==> src/rtl/core/mdwf_pkg.sv <==
// ----------------------------------------------------------------------------
// mdwf_pkg
// Shared constants, types and the raised-cosine table builder for the
// modulated delay (wow / flutter) block.
// ----------------------------------------------------------------------------
package mdwf_pkg;

  localparam int STORE_DEPTH = 256;
  localparam int PTR_BITS    = $clog2(STORE_DEPTH);
  localparam int SAMPLE_BITS = 24;
  localparam int COS_SIZE    = 1024;
  localparam int COS_BITS    = $clog2(COS_SIZE);
  localparam int H_BITS      = 17;

  localparam int DEPTH_BITS  = 16;
  localparam int STEP_BITS   = 28;
  localparam int SPREAD_BITS = 8;
  localparam int CFG_BITS    = 28;
  localparam int CFG_IDX_BITS = 2;

  localparam int MAC_A_BITS  = 33;
  localparam int MAC_B_BITS  = 29;
  localparam int MAC_P_BITS  = MAC_A_BITS + MAC_B_BITS;

  localparam logic [31:0] NOISE_SEED = 32'd987654321;
  localparam logic [DEPTH_BITS-1:0]  DEPTH_RESET  = 16'd128;
  localparam logic [STEP_BITS-1:0]   STEP_RESET   = 28'd681741;
  localparam logic [SPREAD_BITS-1:0] SPREAD_RESET = 8'd128;

  localparam logic [63:0] PI_Q30  = 64'd3373259426;
  localparam logic [63:0] ONE_Q30 = 64'd1073741824;

  typedef enum logic [CFG_IDX_BITS-1:0] {
    REG_DELAY_DEPTH   = 2'd0,
    REG_PHASE_STEP    = 2'd1,
    REG_RANDOM_SPREAD = 2'd2
  } reg_index_t;

  typedef logic [H_BITS-1:0] cos_t;
  typedef cos_t cos_rom_t [COS_SIZE];

  typedef struct packed {
    logic en;
    logic clr;
  } mac_cmd_t;

  typedef struct packed {
    logic                we;
    logic [PTR_BITS-1:0] waddr;
    logic [PTR_BITS-1:0] raddr;
  } store_ctl_t;

  // h = sin^2(pi*u/2^32) in Q1.16 via an integer sine polynomial
  function automatic cos_t cos_entry(int unsigned k);
    logic [63:0] u, a, t, t2, r, s, v;
    u = (64'(k) << (32 - COS_BITS)) & 64'hFFFF_FFFF;
    a = (u <= 64'h8000_0000) ? u : (64'h1_0000_0000 - u);
    t = (a * PI_Q30) >> 32;
    t2 = (t * t) >> 30;
    r = ONE_Q30;
    r = ONE_Q30 - ((t2 * r) >> 30) / 110;
    r = ONE_Q30 - ((t2 * r) >> 30) / 72;
    r = ONE_Q30 - ((t2 * r) >> 30) / 42;
    r = ONE_Q30 - ((t2 * r) >> 30) / 20;
    r = ONE_Q30 - ((t2 * r) >> 30) / 6;
    s = (t * r) >> 30;
    v = (s * s) >> 30;
    v = (v + 64'd8192) >> 14;
    if (v > 64'd65536) begin
      v = 64'd65536;
    end
    return H_BITS'(v);
  endfunction

  function automatic cos_rom_t build_cos_rom();
    cos_rom_t rom;
    for (int k = 0; k < COS_SIZE; k++) begin
      rom[k] = cos_entry(k);
    end
    return rom;
  endfunction

endpackage

==> src/rtl/core/mdwf_mac.sv <==
// ----------------------------------------------------------------------------
// mdwf_mac
// Shared signed multiply-accumulate unit, one product per cycle while enabled,
// into a registered accumulator.
// ----------------------------------------------------------------------------
module mdwf_mac (
  input  logic                                  clk,
  input  mdwf_pkg::mac_cmd_t                    cmd,
  input  logic signed [mdwf_pkg::MAC_A_BITS-1:0] a,
  input  logic signed [mdwf_pkg::MAC_B_BITS-1:0] b,
  output logic signed [mdwf_pkg::MAC_P_BITS-1:0] acc
);
  import mdwf_pkg::*;

  logic signed [MAC_P_BITS-1:0] prod;
  logic signed [MAC_P_BITS-1:0] base;

  assign prod = a * b;
  assign base = cmd.clr ? '0 : acc;

  always_ff @(posedge clk) begin
    if (cmd.en) begin
      acc <= base + prod;
    end
  end

endmodule

==> config.mk <==
export PLATFORM = sky130hd
export DESIGN_NAME = mdwf_mac
export DESIGN_NICKNAME = d
export VERILOG_FILES = /design/src/rtl/core/mdwf_pkg.sv /design/src/rtl/core/mdwf_mac.sv
export SDC_FILE = /design/constraint.sdc
export NUM_CORES = 2
export LEC_CHECK = 0
export ABC_CLOCK_PERIOD_IN_PS = 9100
export BUFFER_PORTS_ARGS = -buffer_cell sky130_fd_sc_hd__buf_2
export CORE_UTILIZATION = 32
export DETAILED_ROUTE_END_ITERATION = 8
export SLEW_MARGIN = 0
export SYNTH_ARGS = -nofsm -noshare
export SYNTH_HDL_FRONTEND = slang
export SYNTH_SLANG_ARGS = --single-unit
==> constraint.sdc <==
create_clock -name clk -period 9.1 [get_ports clk]
set_input_delay 1.82 -clock clk [delete_from_list [all_inputs] [get_ports clk]]
set_output_delay 1.82 -clock clk [all_outputs]
set_load 0.01 [all_outputs]
==> key figures <==
Setup path
  – Gate family responsible for the most delay along the worst path: adder cells
  – Buffers & Inverters on Critical Path: 8
  – Slowest-stage cell, CP: fa_2
  – Worst EP required: 9.20 ns
  – R2R Path Start: acc[15]
  – CP Max Fanout: 15
  – FF-to-FF End: acc[60]
  – Endpoint arrival time on the critical path: 9.07 ns
  – Endpoint kind of the worst setup timing path: flip-flop
  – Worst r2r path cells: 25
  – Max stage delay on crit path: 0.75 ns
  – Flop2flop setup slack: 2.15 ns
  – Worst path most repeated cell: fa_1
  – Startpoint kind of the worst setup timing path: input port
  – Crit Path Class: in -> reg

Detailed routing
  – DR vias: 27800
  – Number of nets with antenna violations after detailed routing: 0
  – Detail-routed via count per cell: 4.55
  – Total wirelength of the detailed-routed design: 101000 µm
  – Detailed Routing Iterations Pass 1: 5
  – First-iteration detailed-routing DRC count: 1327
  – Avg WL per Cell: 16.5 µm
  – Number of design rule violations left after detail routing: 0

Clock network
  – Clock-pin transition on the worst setup and hold timing paths: 0.06 ns
  – Maximum root-to-sink buffer count: 2
  – H-tree depth reported by CTS: 3
  – Num CTS Buffers: 9
  – Clk root buf: clkbuf_16
  – TritonCTS clock tree: built
  – Quantity of hold-fixing buffers added after cts: 0
  – Worst-skew pair later-pin latency: 0.35 ns
  – Clk sinks: 62

Layout
  – Regs by FF count: acc: 62 flops
  – Post-layout nets: 5857
  – Share of layout cells above drive strength 1: 0.139
  – Signed area change from the synthesized netlist to the final layout: 15.6%
  – Max reg flops: 62
  – Largest register by flop count: acc

Floorplan
  – Starting utilization of the core area: 0.324
  – IO Count: 127
  – Die extent in x: 351 µm
  – Die ar.: 0.123 mm²
  – Placement Rows: 127
  – Vert. Die Dim: 351 µm
  – Core area: 0.120 mm²

Global route
  – Largest net degree at the start of global routing: 63
  – Vias in the first global route: 30700
  – Global-route congestion overflow total: 0
  – Wire length of the first global-routing pass: 165000 µm
  – Initial antenna violation count: 12
  – Total Routing Usage GR: 0.172

Synth
  – Post-synthesis compound-gate area fraction: 0.0315
  – Area of the mapped netlist: 0.0390 mm²
  – Nets in the synthesized netlist: 5519
  – Post-synthesis register bit count: 62
  – Unique masters post-synth: 59
  – Xor/xnor share of the synthesized area: 0.0168
  – Fraction of the yosys area taken by sequential cells: 0.0477
  – Synthesis warning total: 0
  – Post-synth EDFFs: 62
  – Simple-gate share of the synthesized area: 0.146
  – Fraction of the mapped netlist area in adder cells: 0.623
  – Prevailing post-synth register cell: edfxtp_1
  – Async set-or-reset flop fraction in the synthesized netlist: 0
  – Syn_area_per_cell: 9.37 µm²
  – Combinational family with the most area after synthesis: adder cells
  – Mapped Cells: 4162
  – Portion of netlist area occupied by mux cells: 0

Timing
  – Accumulated negative setup slack: 0 ns
  – Min Hold Slack: 0.731 ns
  – Setup clock skew after layout: 0.0187 ns
  – Number of pins exceeding their max-slew limit in the final report: 0
  – Setup repair after global routing missed its margin: true
  – Worst Max-Slew Pin Slew: 0.923 ns
  – Clock period minus final worst setup slack: 8.97 ns
  – Final-report hold violation count: 0
  – Relative slew slack: 0.384
  – Period Utilization, post-route: 0.985
  – Timing-limited maximum frequency: 0.112 GHz
  – Final setup violation count: 0

Job
  – Max cap viols: 0

Hold path
  – Number of instances on the worst hold path: 2
  – Worst hold endpoint: acc[0]
  – Class of the most critical hold timing path: reg -> reg
  – Worst Hold Launch: acc[0]

Placement
  – Total half-perimeter wirelength after legalization and detailed placement: 91200 µm
  – Port bufs: 126
  – Weighted congestion at the end of routability-driven global placement: 0.864

Outcome
  – Status: finished clean
## worst max-delay path by stage
stage	cells after the start	slack, ns	from	to
2_1_floorplan	28	0.008	a[7]	acc[60]
3_3_place_gp	28	-0.52	b[6]	acc[61]
3_5_place_dp	26	-0.55	a[12]	acc[60]
4_1_cts	28	0.02	b[5]	acc[61]
5_1_grt	25	-0.14	b[5]	acc[60]
6_report	25	0.13	b[5]	acc[60]
## layer usage
metal  global-route usage  share of wire
met1                0.208           0.39
met2                0.325           0.55
met3               0.0164          0.036
met4               0.0404          0.027
met5                    0        0.00053
## worst reg2reg max path, stage by stage (launching register included)
cell      delay, ns
edfxtp_1       0.42
nand2b_1       0.10
fa_1           0.54
inv_1          0.04
ha_1           0.26
inv_1          0.06
fa_1           0.53
inv_1          0.05
fa_1           0.50
inv_1          0.05
fa_1           0.54
inv_1          0.05
fa_1           0.50
fa_1           0.47
ha_4           0.31
nand2_1        0.05
o21ai_0        0.31
a211oi_2       0.08
o41ai_2        0.25
buf_4          0.19
o22ai_4        0.09
o31a_1         0.38
o31a_1         0.32
o31ai_2        0.24
a21oi_2        0.11
a32o_1         0.25
## placed cells by master, fill, tap and decap left out, drive strengths merged, types with 21 or more instances in the layout
master | Yosys | final
inv | 1199 | 1197
fa | 1084 | 1084
nand2 | 525 | 525
buf | 4 | 518
and2 | 447 | 447
ha | 208 | 208
a21oi | 63 | 63
edfxtp | 62 | 62
nor2 | 52 | 52
xnor2 | 52 | 52
nand2b | 42 | 42
nor2b | 36 | 36
o21ai | 31 | 31
a21o | 25 | 25
xor2 | 23 | 23
clkbuf | 198 | 21
## kinds of logic after synthesis
group | after synthesis
simple gates | 1144
flops | 62
fa+ha+maj | 1292
compound gates | 188
buf+inv | 1401
xor+xnor | 75
## stage by stage
stage	cell area, µm²	util	worst slack, ns	cells
after floorplan	39100	-	0.00826	4162
after global placement	44200	0.367	-0.519	6090
after detailed placement	44200	0.367	-0.547	6090
after CTS	44600	0.370	0.0157	6105
after global routing	45100	0.374	-0.140	6116
final	45100	0.374	0.133	6117
## area by class of cell
| type | instances | area, µm² |
|---|---|---|
| repair buffers | 529 | 4110 |
| clock inverters | 5 | 51.3 |
| diodes | 1 | 2.50 |
| fillers | 12400 | 75400 |
| well taps | 1612 | 2020 |
| flip-flops and latches | 62 | 1860 |
| inverters | 1199 | 4510 |
| multi-input cells | 2699 | 32300 |
| clock buffers | 10 | 229 |
## cell usage after synthesis (3+ instances only)
library cell | n | share of area
nand3_1 | 12 | 0.0015
o21a_1 | 4 | 0.00077
a31oi_1 | 7 | 0.0011
nand2_1 | 525 | 0.051
a211oi_1 | 5 | 0.00096
o211ai_1 | 6 | 0.0012
nor3_1 | 6 | 0.00077
xnor2_1 | 52 | 0.012
edfxtp_1 | 62 | 0.048
fa_1 | 1084 | 0.56
o21bai_1 | 7 | 0.0013
xor2_1 | 23 | 0.0052
a21boi_0 | 4 | 0.00077
o21ai_0 | 29 | 0.0037
nand4_1 | 11 | 0.0018
nor2b_1 | 36 | 0.0058
o22ai_1 | 4 | 0.00064
clkbuf_1 | 198 | 0.019
o31ai_1 | 3 | 0.00058
nand2b_1 | 42 | 0.0067
ha_1 | 208 | 0.067
and2_1 | 447 | 0.072
inv_1 | 1198 | 0.12
a21o_1 | 25 | 0.0048
a21oi_1 | 63 | 0.0081
o31a_1 | 4 | 0.00090
nor2_1 | 52 | 0.0050
and3_1 | 6 | 0.00096
## repair_timing
action | in CTS | in global routing
cloned | 0 | 1
setup buffers | 0 | 10
gates resized for setup | 19 | 102
pin swaps | 2 | 56
setup endpoints to repair | 14 | 17
Power is left out: the tool's default activity adds up to more than one toggle a clock period on the data nets, which glitch-free logic cannot reach.
